## src/rtl/ubef_pkg.sv

```systemverilog
// Shared types and constants for the bulk endpoint finder.
// Beat payload structs, walk state and end status codes; no dependencies.
`timescale 1ns / 1ps

package ubef_pkg;

  localparam logic [7:0] MaxDescLen   = 8'd16;
  localparam logic [7:0] TypeEndpoint = 8'd5;
  localparam logic [1:0] AttrBulk     = 2'd2;
  localparam logic [7:0] MinMatchLen  = 8'd4;
  localparam logic [8:0] PosMax       = 9'h1FF;
  localparam logic [8:0] TotalPos     = 9'd2;

  typedef enum logic [1:0] {
    END_TOTAL = 2'd0,
    END_LONG  = 2'd1,
    END_ZERO  = 2'd2,
    END_EARLY = 2'd3
  } end_status_t;

  typedef struct packed {
    logic [7:0] data_byte;
    logic       start_req;
    logic [3:0] port_index;
    logic       last;
  } item_t;

  typedef struct packed {
    logic [3:0] in_ep_first;
    logic [3:0] in_ep_second;
    logic [3:0] out_ep_first;
    logic [3:0] out_ep_second;
    logic [3:0] target_port;
    logic [1:0] end_status;
  } result_t;

  typedef struct packed {
    logic [8:0]      byte_pos;
    logic [8:0]      next_desc_start;
    logic [7:0]      total_len;
    logic [7:0]      cur_desc_len;
    logic [7:0]      cur_desc_type;
    logic [7:0]      cur_ep_addr;
    logic [3:0][3:0] ep_slots;
    logic            in_seen;
    logic            out_seen;
    logic [3:0]      latched_port;
    logic            walk_active;
  } walk_state_t;

endpackage

```

## src/rtl/ubef_walk.sv

```systemverilog
// Next-state logic of the descriptor walk for one byte beat.
// Depends on ubef_pkg for the state, beat and result types.
`timescale 1ns / 1ps

module ubef_walk import ubef_pkg::*; (
  input  walk_state_t state,
  input  item_t       item,
  output walk_state_t state_next,
  output logic        fire,
  output result_t     result
);

  walk_state_t s;
  logic        done;
  end_status_t status;
  logic [8:0]  pos;
  logic        known;
  logic [9:0]  diff;
  logic        k_ok;
  logic [8:0]  k;
  logic [8:0]  nxt;

  always_comb begin
    s      = state;
    done   = 1'b0;
    status = END_TOTAL;
    pos    = state.byte_pos;
    known  = 1'b0;
    diff   = '0;
    k_ok   = 1'b0;
    k      = '0;
    nxt    = '0;

    if (item.start_req) begin
      s              = '0;
      s.latched_port = item.port_index;
      s.walk_active  = 1'b1;
    end

    if (s.walk_active) begin
      pos = s.byte_pos;
      if (pos != PosMax) begin
        s.byte_pos = pos + 9'd1;
      end
      known = (pos >= TotalPos);
      diff  = {1'b0, pos} - {1'b0, s.next_desc_start};
      k_ok  = !diff[9];
      k     = diff[8:0];

      if (pos == TotalPos) begin
        s.total_len = item.data_byte;
        if ((item.data_byte == 8'd0) || (s.next_desc_start >= {1'b0, item.data_byte})) begin
          done   = 1'b1;
          status = END_TOTAL;
        end
      end

      if (!done) begin
        if (k_ok && (k == 9'd0)) begin
          s.cur_desc_len = item.data_byte;
        end else if (k_ok && (k == 9'd1)) begin
          s.cur_desc_type = item.data_byte;
        end else if (k_ok && (k == 9'd2)) begin
          s.cur_ep_addr = item.data_byte;
        end

        if (s.cur_desc_len == 8'd0) begin
          if (known) begin
            done   = 1'b1;
            status = END_ZERO;
          end
        end else if (s.cur_desc_len < MinMatchLen) begin
          if (k_ok && (k == ({1'b0, s.cur_desc_len} - 9'd1))) begin
            nxt               = s.next_desc_start + {1'b0, s.cur_desc_len};
            s.next_desc_start = nxt;
            if (known && (nxt >= {1'b0, s.total_len})) begin
              done   = 1'b1;
              status = END_TOTAL;
            end
          end
        end else if (k_ok && (k == 9'd3)) begin
          if ((s.cur_desc_type == TypeEndpoint) && (item.data_byte[1:0] == AttrBulk)) begin
            if (s.cur_ep_addr[7]) begin
              s.ep_slots[s.in_seen ? 2'd1 : 2'd0] = s.cur_ep_addr[3:0];
              s.in_seen = 1'b1;
            end else begin
              s.ep_slots[s.out_seen ? 2'd3 : 2'd2] = s.cur_ep_addr[3:0];
              s.out_seen = 1'b1;
            end
          end
          if (s.cur_desc_len > MaxDescLen) begin
            done   = 1'b1;
            status = END_LONG;
          end else begin
            nxt               = s.next_desc_start + {1'b0, s.cur_desc_len};
            s.next_desc_start = nxt;
            if (nxt >= {1'b0, s.total_len}) begin
              done   = 1'b1;
              status = END_TOTAL;
            end
          end
        end

        if (!done && item.last) begin
          done   = 1'b1;
          status = END_EARLY;
        end
      end

      if (done) begin
        s.walk_active = 1'b0;
      end
    end
  end

  assign state_next           = s;
  assign fire                 = done;
  assign result.in_ep_first   = s.ep_slots[0];
  assign result.in_ep_second  = s.ep_slots[1];
  assign result.out_ep_first  = s.ep_slots[2];
  assign result.out_ep_second = s.ep_slots[3];
  assign result.target_port   = s.latched_port;
  assign result.end_status    = status;

endmodule

```

## src/rtl/usb_bulk_endpoint_finder.sv

```systemverilog
// Top level of the bulk endpoint finder: input register, walk state, result register.
// Depends on ubef_pkg and ubef_walk.
`timescale 1ns / 1ps

// Walks a USB configuration descriptor set delivered one byte per beat and reports the
// bulk IN and OUT endpoint numbers in one result beat when the walk ends (total length
// reached, a descriptor longer than 16 bytes, a zero length, or last seen early). A byte
// beat is accepted every cycle. The byte sits in the input register while the walk logic
// makes the whole per-byte decision. The walk state and the result register load together
// at the clock edge on which the input register advances, so the result beat is offered
// once the byte that ends the walk leaves the input register. While a result beat waits for
// result_ready, the byte in the input register is held whether or not it ends a walk.
// item_ready then drops, so the input stalls until the result drains.

module usb_bulk_endpoint_finder import ubef_pkg::*; (
  input  logic    clk,
  input  logic    rst,
  input  logic    item_valid,
  output logic    item_ready,
  input  item_t   item,
  output logic    result_valid,
  input  logic    result_ready,
  output result_t result
);

  logic        s1_valid;
  item_t       s1_item;
  walk_state_t state;
  walk_state_t state_next;
  logic        fire;
  result_t     res_next;
  logic        advance;

  assign advance    = s1_valid && (!result_valid || result_ready);
  assign item_ready = !s1_valid || advance;

  ubef_walk u_walk (
    .state      (state),
    .item       (s1_item),
    .state_next (state_next),
    .fire       (fire),
    .result     (res_next)
  );

  always_ff @(posedge clk) begin
    if (rst) begin
      s1_valid <= 1'b0;
    end else if (item_ready) begin
      s1_valid <= item_valid;
    end
    if (item_ready && item_valid) begin
      s1_item <= item;
    end
  end

  always_ff @(posedge clk) begin
    if (rst) begin
      state        <= '0;
      result_valid <= 1'b0;
    end else begin
      if (result_ready) begin
        result_valid <= 1'b0;
      end
      if (advance) begin
        state <= state_next;
        if (fire) begin
          result_valid <= 1'b1;
        end
      end
    end
    if (advance && fire) begin
      result <= res_next;
    end
  end

`ifndef ASSERT_OFF
  a_fire_ends_walk: assert property (@(posedge clk) disable iff (rst)
    (advance && fire) |=> !state.walk_active)
    else $error("walk still active after result");

  a_in_slots_empty: assert property (@(posedge clk) disable iff (rst)
    !state.in_seen |-> (state.ep_slots[0] == 4'd0) && (state.ep_slots[1] == 4'd0))
    else $error("IN slot filled without IN match");

  a_out_slots_empty: assert property (@(posedge clk) disable iff (rst)
    !state.out_seen |-> (state.ep_slots[2] == 4'd0) && (state.ep_slots[3] == 4'd0))
    else $error("OUT slot filled without OUT match");

  a_result_from_walk: assert property (@(posedge clk) disable iff (rst)
    $rose(result_valid) |-> $past(advance && fire))
    else $error("result beat without walk end");
`endif

endmodule
```

## config.mk

```make
export PLATFORM = sky130hd
export DESIGN_NAME = usb_bulk_endpoint_finder
export DESIGN_NICKNAME = d
export VERILOG_FILES = /design/src/rtl/ubef_pkg.sv /design/src/rtl/ubef_walk.sv /design/src/rtl/usb_bulk_endpoint_finder.sv
export SDC_FILE = /design/constraint.sdc
export NUM_CORES = 1
export LEC_CHECK = 0
export ABC_AREA = 1
export CAP_MARGIN = 20
export CORE_ASPECT_RATIO = 1.2
export CORE_MARGIN = 5
export CORE_UTILIZATION = 60
export DETAILED_ROUTE_END_ITERATION = 16
export DONT_BUFFER_PORTS = 1
export PLACE_DENSITY = 0.72
export SLEW_MARGIN = 20
export SYNTH_ARGS = -nofsm -noshare
export SYNTH_HDL_FRONTEND = slang
export SYNTH_SLANG_ARGS = --single-unit
```

## constraint.sdc

```tcl
create_clock -name clk -period 8.8 [get_ports clk]
set_clock_uncertainty 0.05 [all_clocks]
set_input_delay 0.88 -clock clk [delete_from_list [all_inputs] [get_ports clk]]
set_output_delay 0.88 -clock clk [all_outputs]
set_load 0.02 [all_outputs]
```

==> run metrics <==
status complete, no violations; vias in the first global route 6,151; CP delay by family, top buffers and inverters; Die Wd 110 um; Final Hold Vio Count 0; IO Count 42; Synth warnings 0; ys async rst share 0%; CP startpoint kind register; DR vias/cell 5.67; RSZ-0062 raised after global routing false; Die Height 130 um; CP most frequent cell nand2_1; Logic pwr share 20.1%; largest net degree at the start of global routing 53; Max Clk Rate 147 MHz; final worst-path cycle share 77.3%; CTS Hold Bufs 0; Max H-tree Level 3; final WL 18,900 um; Core ar. 11,900 um2; Mean Syn Cell Area 6.89 um2; sequential share of power 46.1%; port bufs 0; initial antenna violation count 0; Buf/Inv on CP 9; nets 1,077; EDFF count, synth 36; GRT overflow 0; VDD IR max 0.0876 mV; clock share of power 33.7%; drt drc 0; Max stage delay on crit path 0.61 ns; critical path class register to register; # rows 44; Synth area leader dfxtp_1; synthesis-to-layout area growth 4.88%; global-route wire length before repair 30,400 um; Synth Flop Type dfxtp_1; Synth cell types 49; CTS resizes 0; via count 6,753; CTS buffer count 9; min Tclk post-route 6.80 ns; Slew Viols, Final 0; most frequent cells in the layout nand2_1, inv_1, a21oi_1; pre-CTS WS 2.07 ns; gr usage total 27.3%; Final Util 63.5%; Starting Density 60.5%; slowest stage cell, crit path inv_1; Antenna Nets Post-Route 0; First-pass DRT Iterations 5; CP endpoint kind register; maxcap violations 0; Worst Slack Setup Final 2.00 ns; Worst-Margin Slew 1.10 ns; Fillers 1,123; Yosys reg bits 108; Cells after Synth 1,049; P_leak 0.00338 uW; Final Setup Violations 0; pwr dens 156 nW/um2; NetSw 381 uW; initial drt markers 487; post-CTS setup buffers 0; Die Area 14,400 um2; worst skew pair latency 0.36 ns; Clock transition at path regs 0.07 ns; most common cell after layout, fill and taps aside nand2_1; Hold Path Class register to register; Syn Std Cell Area 7230 um2; top cells by area, synth dfxtp_1, edfxtp_1, nand2_1, inv_1, a21oi_1; CTS sink count 108; Mapped Nets 1,102; Tot Pwr 1190 uW; average wire per standard cell 15.9 um; sequential element share of the synthesized area 34.9%; WP data required 8.74 ns; largest fanout on the critical path 39; gpl congestion 0.999; CTS tree done; diode count 0; setup_tns 0 ns; CTS Root Cell clkbuf_16; Net Sw Frac 32.1%; Pint 805 uW; Critical Path AT 6.74 ns; share of cells above drive strength 1 6.03%; relative slew slack 26.3%; Post-DP HPWL 14,200 um; Max Root-Sink Buffers 2; post-synth top area share 19.9%
==> registers in the layout, indices dropped and copies added, names as in the netlist <==
signal and flops:
s1_item 14, s1_valid 1, result_valid 1, result 22, state 70
==> through the flow <==
step | instances | instance area, um2 | hold slack (ns)
2_1_floorplan | 1049 | 7230 | 0.374
3_3_place_gp | 1174 | 7290 | 0.384
3_5_place_dp | 1174 | 7290 | 0.399
4_1_cts | 1190 | 7580 | 0.410
5_1_grt | 1190 | 7580 | 0.422
6_report | 1190 | 7580 | 0.405
==> synthesized netlist by cell type, types with 2 or more instances <==
cell type	instances
nand2_1	283
nand4_1	19
nor3_2	2
nand3b_1	4
a21boi_0	2
nor2_2	6
nor3_1	11
dfxtp_1	72
o21ai_0	56
o31ai_1	3
a21oi_1	84
o21ai_1	13
buf_6	3
nand3_1	70
a31oi_1	10
ha_1	33
nor2_4	5
buf_4	2
nor4_1	5
xor2_1	10
o21bai_1	3
buf_2	3
buf_1	2
edfxtp_1	36
nand3_2	4
o22ai_1	3
o211ai_1	31
a211oi_1	2
clkbuf_1	32
inv_2	4
nor2_1	65
fa_1	2
nand2_2	12
inv_1	142
==> final cells by class <==
| class | instances | area [um2] | area share [%] |
|---|---|---|---|
| Sequential cell | 108 | 2520 | 33.3 |
| Tap cell | 161 | 201 | 2.66 |
| Inverter | 147 | 552 | 7.28 |
| Multi-Input combinational cell | 752 | 3970 | 52.3 |
| Clock inverter | 7 | 70.1 | 0.924 |
| Clock buffer | 9 | 225 | 2.97 |
| Timing Repair Buffer | 6 | 45.0 | 0.594 |
==> final timing paths <==
path                   start   endpoint  slack, ns  cells past startpoint
hold / removal      state[3]   state[3]       0.40                      2
setup / recovery  s1_item[5]  result[3]       2.00                     35
setup reg to reg  s1_item[5]  result[3]       2.00                     35
hold reg to reg     state[3]   state[3]       0.40                      2
==> cells by family after synthesis <==
family                     count (synthesis)  share of synthesized area (%)
AOI/OAI and AO/OA                        212                           16.7
DFF                                      108                           34.9
buffers and inverters                    189                           10.3
and+or+nand+nor                          493                           30.3
adders and majority gates                 35                           6.27
xor gates and xnor gates                  12                           1.56
==> power groups by stage <==
stage | registers [uW] | clock network, uW | logic [uW]
after floorplan | 554 | 0 | 189
after CTS | 547 | 410 | 238
final | 547 | 400 | 239
after detailed placement | 558 | 0 | 236
after global routing | 549 | 428 | 268
after global placement | 558 | 0 | 236
==> tightest hold or removal path, cell delays in order, from the launching register on <==
cell	delay, ns
dfxtp_1	0.30
inv_1	0.06
a21oi_1	0.05
==> routing by layer <==
layer	up-vias	wire length [um]	GRT usage, %
met2	177	9460	47.8
met3	48	674	3.66
met1	3101	8060	32.9
li1	3427	-	-
met4	0	674	12.7
met5	-	0	0
No activity file was read; power rests on OpenSTA's default activity.
